**src/rtl/ternary_popcount_dot_product_unit_defines.svh**
```systemverilog
// Assertion macros for the ternary popcount dot product unit.
// Used by the top level only; expects clk and rst_n in scope.
`ifndef TERNARY_POPCOUNT_DOT_PRODUCT_UNIT_DEFINES_SVH
`define TERNARY_POPCOUNT_DOT_PRODUCT_UNIT_DEFINES_SVH

// Same-cycle implication, disabled while reset is asserted.
`define TPDP_ASSERT_IMP(lbl, ante, cons, msg) \
  lbl: assert property (@(posedge clk) disable iff (!rst_n) (ante) |-> (cons)) \
    else $error(msg);

// Next-cycle implication, disabled while reset is asserted.
`define TPDP_ASSERT_NXT(lbl, ante, cons, msg) \
  lbl: assert property (@(posedge clk) disable iff (!rst_n) (ante) |=> (cons)) \
    else $error(msg);

`endif

```
**src/rtl/tpdp_pkg.sv**
```systemverilog
// Shared types, constants and the slice popcount for the ternary dot product unit.
// No dependencies.
`default_nettype none

package tpdp_pkg;

  localparam int WORD_W    = 32;
  localparam int LANE_BITS = 32;
  localparam int MAX_WORDS = 64;
  localparam int HALF_BITS = LANE_BITS / 2;
  localparam int SUM_BOUND = MAX_WORDS * HALF_BITS;

  localparam int SUM_W = 12;
  localparam int EXT_W = SUM_W + 1;

  // Each lane handles one byte of the word.
  localparam int SLICE_W   = 8;
  localparam int NUM_LANES = WORD_W / SLICE_W;
  localparam int CNT_W     = $clog2(SLICE_W + 1);
  localparam int TOT_W     = $clog2(WORD_W + 1);

  localparam logic [63:0] LANE_MASK64 =
    (LANE_BITS >= 64) ? {64{1'b1}} : ((64'd1 << LANE_BITS) - 64'd1);
  localparam logic [WORD_W-1:0] LANE_MASK = LANE_MASK64[WORD_W-1:0];

  typedef struct packed {
    logic [WORD_W-1:0] input_bits;
    logic [WORD_W-1:0] and_mask;
    logic [WORD_W-1:0] or_mask;
    logic              is_last;
  } in_item_t;

  typedef struct packed {
    logic signed [SUM_W-1:0] sum;
    logic                    fires;
  } out_item_t;

  typedef struct packed {
    logic step;
    logic last;
    logic load;
  } merge_ctrl_t;

  typedef logic [NUM_LANES-1:0][CNT_W-1:0] lane_cnt_t;

  // Pairwise popcount of one byte.
  function automatic logic [CNT_W-1:0] slice_popcount(input logic [SLICE_W-1:0] w);
    logic [SLICE_W-1:0] a;
    logic [SLICE_W-1:0] b;
    logic [SLICE_W-1:0] c;
    a = w - ((w >> 1) & 8'h55);
    b = ((a >> 2) & 8'h33) + (a & 8'h33);
    c = ((b >> 4) + b) & 8'h0f;
    return c[CNT_W-1:0];
  endfunction

endpackage

`default_nettype wire

```
**src/rtl/ternary_popcount_dot_product_unit.sv**
```systemverilog
// Channel  | Ports                          | Moves
// ---------+--------------------------------+-----------------------------------------
// input    | in_valid, in_ready, in_data    | one word: inputs, two masks, last flag
// result   | out_valid, out_ready, out_data | saturated sum and fire flag, per vector
//
// One word per cycle sustained unless a last word waits on a stalled result; the
// result of a last word passes two register stages from in_data to out_data.
// Stage one is the byte lanes (ternary mask plus popcount), stage two is the merge
// adder with the saturating accumulator and the result register.
// Reset (synchronous, rst_n low) empties both stages and zeroes the accumulator.
// A stalled result holds only a following last word, which then blocks the input;
// words that are not last keep flowing behind the stalled result.
//
// Top level of the ternary popcount dot product unit.
// Depends on tpdp_pkg, tpdp_lane, tpdp_merge and the assertion macro header.
`default_nettype none
`include "ternary_popcount_dot_product_unit_defines.svh"

module ternary_popcount_dot_product_unit
  import tpdp_pkg::*;
(
  input  wire logic      clk,
  input  wire logic      rst_n,
  input  wire logic      in_valid,
  output logic           in_ready,
  input  wire in_item_t  in_data,
  output logic           out_valid,
  input  wire logic      out_ready,
  output out_item_t      out_data
);

  logic        s1_valid_r;
  logic        s1_valid_nxt;
  logic        s1_last_r;
  logic        out_valid_r;
  logic        out_valid_nxt;
  logic        in_fire;
  logic        s1_move;
  logic        out_load;
  merge_ctrl_t mctrl;
  lane_cnt_t   lane_cnt;

  // A word that is not last never needs the result register, so it always
  // advances; a last word waits until the result register is free or draining.
  assign s1_move  = s1_valid_r & (~s1_last_r | ~out_valid_r | out_ready);
  assign in_ready = ~s1_valid_r | s1_move;
  assign in_fire  = in_valid & in_ready;
  assign out_load = s1_move & s1_last_r;

  assign mctrl.step = s1_move;
  assign mctrl.last = s1_last_r;
  assign mctrl.load = out_load;

  always_comb begin
    s1_valid_nxt = s1_valid_r;
    if (in_fire) begin
      s1_valid_nxt = 1'b1;
    end else if (s1_move) begin
      s1_valid_nxt = 1'b0;
    end
    out_valid_nxt = out_valid_r;
    if (out_load) begin
      out_valid_nxt = 1'b1;
    end else if (out_ready) begin
      out_valid_nxt = 1'b0;
    end
  end

  always_ff @(posedge clk) begin
    if (!rst_n) begin
      s1_valid_r  <= 1'b0;
      out_valid_r <= 1'b0;
    end else begin
      s1_valid_r  <= s1_valid_nxt;
      out_valid_r <= out_valid_nxt;
    end
  end

  // Capture the last flag alongside the lane counts.
  always_ff @(posedge clk) begin
    if (in_fire) begin
      s1_last_r <= in_data.is_last;
    end
  end

  // Byte lanes: each takes its slice of the word and counts the weighted ones.
  for (genvar g = 0; g < NUM_LANES; g++) begin : g_lane
    tpdp_lane u_lane (
      .clk    (clk),
      .load   (in_fire),
      .x_bits (in_data.input_bits[g*SLICE_W +: SLICE_W]),
      .a_bits (in_data.and_mask[g*SLICE_W +: SLICE_W]),
      .o_bits (in_data.or_mask[g*SLICE_W +: SLICE_W]),
      .m_bits (LANE_MASK[g*SLICE_W +: SLICE_W]),
      .cnt_r  (lane_cnt[g])
    );
  end

  // Merge the lane counts into the running sum and hold the vector result.
  tpdp_merge u_merge (
    .clk      (clk),
    .rst_n    (rst_n),
    .ctrl     (mctrl),
    .lane_cnt (lane_cnt),
    .result_r (out_data)
  );

  assign out_valid = out_valid_r;

  // Never overwrite a result that has not been taken.
  `TPDP_ASSERT_IMP(a_no_overwrite, out_load, !out_valid_r || out_ready, "result overwritten")
  // A moved last word shows up as a result in the next cycle.
  `TPDP_ASSERT_NXT(a_load_shows, out_load, out_valid_r, "result not presented")
  // The presented sum stays within the saturation bound.
  `TPDP_ASSERT_IMP(a_sum_bound, out_valid_r,
    ($signed(out_data.sum) <= $signed(SUM_W'(SUM_BOUND))) &&
    ($signed(out_data.sum) >= -$signed(SUM_W'(SUM_BOUND))), "sum outside bound")
  // The fire flag agrees with the sign of the sum.
  `TPDP_ASSERT_IMP(a_fires_sign, out_valid_r, out_data.fires == !out_data.sum[SUM_W-1],
    "fire flag disagrees with sum")

endmodule

`default_nettype wire

```
**src/rtl/tpdp_lane.sv**
```systemverilog
// One byte lane: applies the ternary weights and registers the bit count.
// Depends on tpdp_pkg.
`default_nettype none

module tpdp_lane
  import tpdp_pkg::*;
(
  input  wire logic               clk,
  input  wire logic               load,
  input  wire logic [SLICE_W-1:0] x_bits,
  input  wire logic [SLICE_W-1:0] a_bits,
  input  wire logic [SLICE_W-1:0] o_bits,
  input  wire logic [SLICE_W-1:0] m_bits,
  output logic      [CNT_W-1:0]   cnt_r
);

  logic [SLICE_W-1:0] weighted;
  logic [CNT_W-1:0]   cnt_nxt;

  assign weighted = ((x_bits & a_bits) ^ (x_bits | o_bits)) & m_bits;
  assign cnt_nxt  = slice_popcount(weighted);

  always_ff @(posedge clk) begin
    if (load) begin
      cnt_r <= cnt_nxt;
    end
  end

endmodule

`default_nettype wire

```
**src/rtl/tpdp_merge.sv**
```systemverilog
// Merge stage: adds the lane counts, accumulates with saturation, holds the result.
// Depends on tpdp_pkg.
`default_nettype none

module tpdp_merge
  import tpdp_pkg::*;
(
  input  wire logic        clk,
  input  wire logic        rst_n,
  input  wire merge_ctrl_t ctrl,
  input  wire lane_cnt_t   lane_cnt,
  output out_item_t        result_r
);

  localparam logic signed [EXT_W-1:0] POS_BOUND = EXT_W'(SUM_BOUND);
  localparam logic signed [EXT_W-1:0] NEG_BOUND = -EXT_W'(SUM_BOUND);

  logic signed [SUM_W-1:0] acc_r;
  logic signed [SUM_W-1:0] acc_nxt;
  logic [TOT_W-1:0]        total;
  logic signed [EXT_W-1:0] raw;
  logic signed [SUM_W-1:0] sat;

  always_comb begin
    total = '0;
    for (int i = 0; i < NUM_LANES; i++) begin
      total = total + TOT_W'(lane_cnt[i]);
    end
    raw = {acc_r[SUM_W-1], acc_r} + $signed(EXT_W'(total)) - $signed(EXT_W'(HALF_BITS));
    if (raw > POS_BOUND) begin
      sat = POS_BOUND[SUM_W-1:0];
    end else if (raw < NEG_BOUND) begin
      sat = NEG_BOUND[SUM_W-1:0];
    end else begin
      sat = raw[SUM_W-1:0];
    end
    // Clear after the closing word of a vector.
    acc_nxt = ctrl.last ? '0 : sat;
  end

  always_ff @(posedge clk) begin
    if (!rst_n) begin
      acc_r <= '0;
    end else if (ctrl.step) begin
      acc_r <= acc_nxt;
    end
  end

  always_ff @(posedge clk) begin
    if (ctrl.load) begin
      result_r.sum   <= sat;
      result_r.fires <= ~sat[SUM_W-1];
    end
  end

endmodule

`default_nettype wire

```
**config.mk**
```make
export PLATFORM = sky130hd
export DESIGN_NAME = ternary_popcount_dot_product_unit
export DESIGN_NICKNAME = d
export VERILOG_FILES = /design/src/rtl/tpdp_pkg.sv /design/src/rtl/ternary_popcount_dot_product_unit.sv /design/src/rtl/tpdp_lane.sv /design/src/rtl/tpdp_merge.sv
export VERILOG_INCLUDE_DIRS = /design/src /design/src/rtl
export SDC_FILE = /design/constraint.sdc
export NUM_CORES = 1
export LEC_CHECK = 0
export BUFFER_PORTS_ARGS = -buffer_cell sky130_fd_sc_hd__buf_2
export CAP_MARGIN = 10
export CORE_MARGIN = 3
export CORE_UTILIZATION = 50
export CTS_BUF_LIST = sky130_fd_sc_hd__clkbuf_8
export DETAILED_ROUTE_END_ITERATION = 12
export HOLD_SLACK_MARGIN = 0.1
export PLACE_DENSITY = 0.79
export SLEW_MARGIN = 20
export SYNTH_ARGS = -nofsm -noshare
export SYNTH_HDL_FRONTEND = slang
export SYNTH_SLANG_ARGS = --single-unit
```
**constraint.sdc**
```tcl
create_clock -name clk -period 4.6 [get_ports clk]
set_clock_uncertainty 0.05 [all_clocks]
set_input_delay 1.15 -clock clk [delete_from_list [all_inputs] [get_ports clk]]
set_output_delay 1.15 -clock clk [all_outputs]
set_load 0.1 [all_outputs]
```
==> Word level (Yosys, flattened, before mapping) <==
Index checks and enable logic that the tools add are counted.
Widths: inputs -> output; s select.
{ "op_classes": {"div_mod_pow": 0, "bitwise": 22, "reduce_logical": 2, "mul": 0, "n_eq_ne": 0, "order_cmp": 2, "n_addsub": 17, "shift": 0, "n_mux": 7} }
{ "ops": {"columns": ["operator", "n"], "rows": [
  ["$mux 12", 3],
  ["$and 8x8->8", 4],
  ["$or 8x8->8", 4],
  ["$sub 8x7->8", 4],
  ["$xor 8x8->8", 4],
  ["$add 6x6->7", 4],
  ["$add 3x4->4", 4],
  ["$add 12x7->13", 1],
  ["$gt 13x12->1 const B", 1],
  ["$lt 13x11->1 const B", 1],
  ["$sub 13x5->13 const B", 1],
  ["$add 6x4->6", 2],
  ["$add 4x4->5", 1],
  ["$mux 1", 4],
  ["$not 1->1", 4],
  ["$reduce_bool 2->1", 2],
  ["$and 1x1->1", 3],
  ["$or 1x1->1", 3]
]} }
{ "totals": {"ff_bits": 44, "memories": 0, "output_inout_bits": 15, "ramBits": 0, "romBits": 0, "latchBits": 0} }

==> Longest topological paths before layout <==
Gate-level depths: netlist of the first run.
{ "depth": {"depth_word": 9, "ltp_mapped": 20, "depth_no_buf": 20} }

==> By module <==
From an unflattened synthesis of the first run, not the netlist that was laid out.
{ "hier_totals": {"hier_cells": 493, "area_unflattened_um2": 4829.6} }
{ "modules_own_cells": {"columns": ["mod", "area_per_inst_um2", "instances", "cells_per_inst"], "rows": [
  ["tpdp_merge", 2033.2, 1, 207],
  ["tpdp_lane (g_lane[0].u_lane ...)", 665.6, 3, 68],
  ["tpdp_lane (g_lane[1].u_lane)", 648.1, 1, 68],
  ["ternary_popcount_dot_product_unit", 151.4, 1, 14]
]} }

==> Worst setup path before layout of the first run <==
Ideal clock, no wire load.
{ "synth_path": {"path_kind": "reg-to-reg", "startpoint": "register g_lane[0].u_lane.cnt_r[0]", "endpoint": "register u_merge.acc_r[0]", "stages_incl_launch_ff": 17, "n_path_buf": 0, "slack_ps": -169, "t_arrival_ps": 4602, "t_required_ps": 4433, "synth_period_minus_slack_ps": 4769, "setup_time_ps": 117, "path_cell_list": "edfxtp_1 -> ha_1 -> fa_1 -> fa_1 -> ha_1 -> fa_1 -> ha_1 -> inv_1 -> fa_1 -> and2b_1 -> o2111ai_2 -> and4_1 -> nor4b_1 -> or3_4 -> a21oi_4 -> a21o_4 -> a22o_2"} }
{ "synth_via": {"elab_chain_cells": 9, "word_cells_on_any_way": 10, "cone_classes": "5 x add/sub; 2 x order compare; 3 x mux"} }
{ "synth_lines": {"columns": ["element", "line_no", "rtl"], "rows": [
  ["start: declaration", "tpdp_lane.sv:14", "output logic [CNT_W-1:0] cnt_r"],
  ["start signal: assignment", "tpdp_lane.sv:25", "cnt_r <= cnt_nxt;"],
  ["$add 4x4->5 (*)", "tpdp_merge.sv:27", "total = total + TOT_W'(lane_cnt[i]);"],
  ["$add 6x4->6 (*) (2 in a row)", "tpdp_merge.sv:27", null],
  ["$add 12x7->13 (*)", "tpdp_merge.sv:29", "raw = {acc_r[SUM_W-1], acc_r} + $signed(EXT_W'(total)) - $signed(EXT_W'(HALF_BITS));"],
  ["$sub 13x5->13 (*)", "tpdp_merge.sv:29", null],
  ["$lt 13x11->1", "tpdp_merge.sv:32", "end else if (raw < NEG_BOUND) begin"],
  ["$mux 12", "tpdp_merge.sv:32", null],
  ["$mux 12 (*)", "tpdp_merge.sv:30", "if (raw > POS_BOUND) begin"],
  ["$mux 12 (*)", "tpdp_merge.sv:38", "acc_nxt = ctrl.last ? '0 : sat;"],
  ["end signal: assignment", "tpdp_merge.sv:45", "acc_r <= acc_nxt;"],
  ["end: declaration", "tpdp_merge.sv:18", "logic signed [SUM_W-1:0] acc_r;"]
]} }
Mark *: on every way between the ends. The rest lies on a longest branch, timed or not.
A chain may end at the register's enable or synchronous reset.

==> Worst setup path after layout of the first run <==
{ "layout_path": {"startpoint": "register g_lane[0].u_lane.cnt_r[1]", "endpoint": "register u_merge.acc_r[5]"} }
Same word-level chain as after synthesis.

==> results of run 1 <==
==> state kept, by name, indices dropped and copies added, names as in the netlist <==
signal and count:
g_lane.u_lane.cnt_r 16, out_valid 1, u_merge.result_r 13, u_merge.acc_r 12, s1_last_r 1, s1_valid_r 1
==> through the flow <==
stage / util / hold WS, ps
6_report: 0.6700 / 442.8
5_1_grt: 0.6700 / 464.0
4_1_cts: 0.6628 / 443.9
3_5_place_dp: 0.6156 / 422.7
3_3_place_gp: 0.6156 / 407.1
2_1_floorplan: - / 392.2
==> cell usage in the layout, fill, tap and decap left out, drive strengths merged, types with 3 or more instances in the layout <==
master   count
buf        152
o21ai       21
nand3b       4
a22o         9
a21oi       42
nand3        6
or3          5
edfxtp      30
xnor2        8
or2          4
dfxtp       14
fa          19
nor3         3
ha          87
inv         84
a21o        19
and2        11
nand2       42
nor2b        6
a2111oi      3
clkbuf       5
nor2        32
xor2        15
a211oi       6
==> synth_stat cells (all sizes together), types with 5 or more instances <==
master	instances
dfxtp	14
nor2b	6
edfxtp	30
inv	82
xor2	15
nor2	32
or3	5
a22o	9
xnor2	8
and2	11
nand2	42
o21ai	21
nand3	6
a21o	19
a211oi	6
fa	19
ha	87
a21oi	42
==> worst max-delay path by stage <==
stage                                          from                  end  slack (ps)  cells past startpoint
final                     g_lane[0].u_lane.cnt_r[1]     u_merge.acc_r[5]        -160                     20
after global routing      g_lane[1].u_lane.cnt_r[0]     u_merge.acc_r[5]        -340                     20
after CTS                 g_lane[1].u_lane.cnt_r[0]     u_merge.acc_r[1]        -110                     18
after detailed placement  g_lane[0].u_lane.cnt_r[1]  u_merge.result_r[3]        -350                     20
after global placement    g_lane[0].u_lane.cnt_r[0]     u_merge.acc_r[0]        -110                     18
after floorplan           g_lane[0].u_lane.cnt_r[0]     u_merge.acc_r[0]           5                     16
==> logic make-up (layout without fill, tap and decap cells) <==
group / Yosys count / in the layout / synth area share
AO/OA/AOI/OAI: 115 / 115 / 0.1679
XOR/XNOR: 23 / 23 / 0.04446
adder cells (fa/ha/maj): 106 / 106 / 0.3242
buffers and inverters: 85 / 242 / 0.07235
flip-flops: 44 / 44 / 0.2607
AND/OR/NAND/NOR: 122 / 122 / 0.1304
==> layout make-up <==
class / count / area [um^2] / area share
Multi-Input combinational cell: 366 / 3294 / 0.5610
Clock inverter: 3 / 12.51 / 0.002131
Clock buffer: 5 / 68.82 / 0.01172
Tap cell: 108 / 135.1 / 0.02301
Sequential cell: 44 / 1181 / 0.2012
Inverter: 82 / 307.8 / 0.05242
Timing Repair Buffer: 152 / 872.1 / 0.1485
==> critical path, stage by stage (launching register included) <==
cell	delay (ps)
edfxtp_1	420
buf_6	140
fa_2	410
xnor2_2	160
fa_1	480
inv_1	80
ha_1	310
a21o_1	170
a21oi_2	160
xor2_1	200
ha_1	270
inv_2	80
ha_4	170
a21o_1	130
nand2_1	120
a311oi_2	380
nor4b_4	90
or3_4	420
a21oi_4	170
a21o_4	150
a22o_1	150
==> routing by layer <==
layer	part of all wire	wire length, um
met3	0.048	484
met5	0	0
met2	0.53	5378
met4	0.015	155
met1	0.40	4089
==> timing repair <==
action | in CTS | in global routing
resized for setup | 38 | 9
gates cloned | 0 | 0
pin swaps | 35 | 12
endpoints found under the setup margin | 22 | 24
setup buffers | 18 | 2
==> metrics, run 1 <==
status finished with violations; violated checks setup timing; Finish-stage setup viols 22; Routed WL per cell approximately 13 um; synthesized area 0.004531 mm^2; period utilisation layout 1.035; kind of critical path reg2reg; gpl congestion about 0.78; normalized max-slew margin 0.3194; Worst Max-Slew Pin Slew roughly 1000 ps; Hold Path Origin u_merge.acc_r[4]; Final nets approximately 860; drt first pass iters 4; Vias/cell 5.189; critical path peak fanout 6; unrepaired setup endpoints after global routing yes; largest net degree at the start of global routing 18; Layout fillers 680; Req. time, crit path roughly 4800 ps; fin. max-slew vios 0; TNS Setup -2695 ps; Synthesized Nets approximately 700; Post-synth EDFFs 30; Worst setup SP type flip-flop; Clock Path Buffers 2; final hold viol count 0; total number of vias just under 4k; post-synth cell types 50; Core ar. around 0.0088 mm^2; first-pass GRT wire length between 15000 and 20000 um; MaxCap Viol Count 0; Worst-path clk slew ~80 ps; die height around 100 um; grt met1 use 0.2340; Yosys reg bits 44; gr usage total 0.1996; most used routing layer met2; finished layout cell area ~0.0059 mm^2; Worst Hold Class reg2reg; Worst Hold End u_merge.acc_r[4]; Synth Instances ~500; placed cells 732; worst-case reg-to-reg path depth 20; Fmax roughly 210 MHz; DRT antenna net count 0; Synth top area share 0.2403; starting density of the core 0.5170; Synthesis Warnings 0; IO Pins roughly 120; CP endpoint kind flip-flop; number of CTS-inserted buffers 5; CTS HTree Levels 2; CTS tree done; Clock Sinks 44; share of cells above drive strength 1 0.3236; post-synth top area cell ha_1; initial antenna violation count 0; CP Data Arrival Time just under 5000 ps; # diodes 0; FF-to-FF setup slack -160 ps; Worst-Skew Late Latency about 300 ps; PortBufs between 100 and 150; CTS Root Cell clkbuf_8; width of the die around 100 um; die area 0.01024 mm^2; drt total wl about 10000 um; reg2reg end u_merge.acc_r[5]; Seq/Total Area, Yosys 0.2607; Most used DFF post-synth edfxtp_1; main area contributors after synthesis ha_1 24%, edfxtp_1 20%, fa_1 8.4%; met2 usage 0.3788; area grow syn2layout 29.61%; Finished Layout Cells 760; dpl ws -351.8 ps; HPWL Detailed approximately 8000 um; Post-Place Cell Area between 0.005 and 0.006 mm^2; ys async rst share 0; Min-Delay Path Depth 1; hold buffer count at cts 0; Critical R2R Launch g_lane[0].u_lane.cnt_r[1]; syn_area_per_cell ~9.2 um^2; crit path time final 4760 ps; Core Rows 34; final worst-path setup slack -159.8 ps; total gr overflow 0; initial DRC count 88; GR Util met3 0.02961; vias in the first global route 4115; DRC violations left 0
Power of run 1 is not shown: default switching activity piles up to over one toggle a cycle in this logic, so the estimate is an artifact.
==> inputs of run 2 (changes only) <==
--- a/config.mk
+++ b/config.mk
@@ -8,12 +8,15 @@
 export LEC_CHECK = 0
 export BUFFER_PORTS_ARGS = -buffer_cell sky130_fd_sc_hd__buf_2
 export CAP_MARGIN = 10
+export CELL_PAD_IN_SITES_DETAIL_PLACEMENT = 2
+export CELL_PAD_IN_SITES_GLOBAL_PLACEMENT = 2
 export CORE_MARGIN = 3
-export CORE_UTILIZATION = 50
+export CORE_UTILIZATION = 30
 export CTS_BUF_LIST = sky130_fd_sc_hd__clkbuf_8
+export CTS_CLUSTER_SIZE = 24
 export DETAILED_ROUTE_END_ITERATION = 12
 export HOLD_SLACK_MARGIN = 0.1
-export PLACE_DENSITY = 0.79
+export PLACE_DENSITY_LB_ADDON = 0.1
 export SLEW_MARGIN = 20
 export SYNTH_ARGS = -nofsm -noshare
 export SYNTH_HDL_FRONTEND = slang
==> run 2 against run 1 <==
Net effect: the flow still finishes with violations (setup timing); flip-flop and latch count unchanged; maximum frequency fell by 1.5%; die area up 62%; critical path type unchanged; largest cell class unchanged.
==> metrics, run 2 (synthesized netlist as in run 1, its figures left out) <==
IO Pins approximately 120; Biggest register g_lane.u_lane.cnt_r; Routed WL per cell roughly 15 um; PortBufs 115; width of the die between 100 and 150 um; hold buffer count at cts 0; CP bufs+invs 1; CP endpoint kind flip-flop; most frequent cells in the layout 115 x buf_2, 78 x ha_1, 76 x inv_1; top flop regs g_lane.u_lane.cnt_r x16, u_merge.result_r x13, u_merge.acc_r x12; status finished with violations; unrepaired setup endpoints after global routing yes; Crit path largest cell delay ~570 ps; Worst path slowest cell fa_2; CTS HTree Levels 2; Fmax around 210 MHz; first-pass GRT wire length approximately 21000 um; die height ~130 um; number of CTS-inserted buffers 5; kind of critical path reg2reg; CTS tree done; initial DRC count 88; drt first pass iters 4; crit path time final about 4800 ps; MaxCap Viol Count 0; Worst setup SP type flip-flop; DRT antenna net count 0; Clock Path Buffers 2; Worst Hold Class reg2reg; fin. max-slew vios 0; drt total wl approximately 13000 um; Final Hold Slack 456.2 ps; Final nets roughly 860; final worst-path setup slack -233.2 ps; max FFs per register 16; most used cell, CP fa_2; largest net degree at the start of global routing 18; normalized max-slew margin 0.4386; vias in the first global route between 4k and 5k; Worst Max-Slew Pin Slew between 800 and 900 ps; Clock Sinks between 40 and 50; DRC violations left 0; Finish-stage setup viols 22; starting density of the core 0.3094; die area 0.01661 mm^2; Worst-Skew Late Latency 310 ps; total number of vias about 4k; Worst-path clk slew ~90 ps; Vias/cell between 4 and 5; violated checks setup timing; Core Rows 44; period utilisation layout 1.051; HPWL Detailed between 10000 and 15000 um; # diodes 0; top cell family by delay on the critical path adder cells; area grow syn2layout 33.00%; final core area utilization 0.4115; critical path peak fanout 6; share of cells above drive strength 1 0.3400; Req. time, crit path approximately 4800 ps; Core ar. 0.01464 mm^2; commonest non-fill, non-tap cell in the layout buf_2; total gr overflow 0; initial antenna violation count 0; critical path, cell by cell ha_2 -> fa_2 -> fa_1 -> ha_2 -> fa_2 -> ha_4 -> inv_2 -> fa_2 -> and2b_2 -> o2111ai_4 -> a311oi_2 -> nor4b_4 -> or3_4 -> a21oi_4 -> a21o_4 -> a22o_1; final hold viol count 0; CTS Root Cell clkbuf_8; CP Data Arrival Time 5040 ps; gpl congestion 0.7468; gr usage total 0.1568
-- run 2: cell types whose count changed in the layout (fill, tap and decap cells not counted), sizes merged --
cell	change
buf	+1
bufinv	+1
inv	-1
-- run 2: path summary, 6_finish.rpt --
kind | from | end | slack (ps) | depth (start not counted)
max reg2reg | g_lane[0].u_lane.cnt_r[0] | u_merge.acc_r[4] | -230 | 16
min reg2reg | u_merge.acc_r[0] | u_merge.acc_r[0] | 460 | 1
min | u_merge.acc_r[0] | u_merge.acc_r[0] | 460 | 1
max | g_lane[0].u_lane.cnt_r[0] | u_merge.acc_r[4] | -230 | 16
-- run 2: area by class of cell --
type	instances	area, um^2
tap	184	230.2
sequential	44	1181
clock buffer	5	68.82
inverter	82	310.3
fill	1619	8618
multi-input combinational	366	3303
timing repair buffer	153	890.9
clock inverter	3	41.29
-- run 2: through the flow --
step	worst slack (ps)	area (um^2)	TNS, ps	instances
CTS	-199.0	5931	-3238	836
global placement	-169.3	5550	-2421	816
finish	-233.2	6026	-4451	837
detailed placement	-380.0	5550	-6803	816
floorplan	4.593	4577	0	495
global route	-471.6	6026	-8523	837
-- run 2: timing repair --
item,4_1_cts,5_1_grt
setup endpoints to repair,22,25
buffers inserted,13,2
pin swaps,47,20
endpoints found under the hold margin,0,0
resized for setup,38,21
-- run 2: metal layers --
| layer | vias to the layer above | part of all wire | GRT usage |
|---|---|---|---|
| li1 | 1989 | - | - |
| met1 | 1977 | 0.38 | 0.1603 |
| met2 | 68 | 0.59 | 0.3320 |
| met3 | 13 | 0.025 | 0.01910 |
| met4 | 0 | 0.010 | 0.03150 |
| met5 | - | 0 | 0 |
Power of run 2 is left out for the same reason.
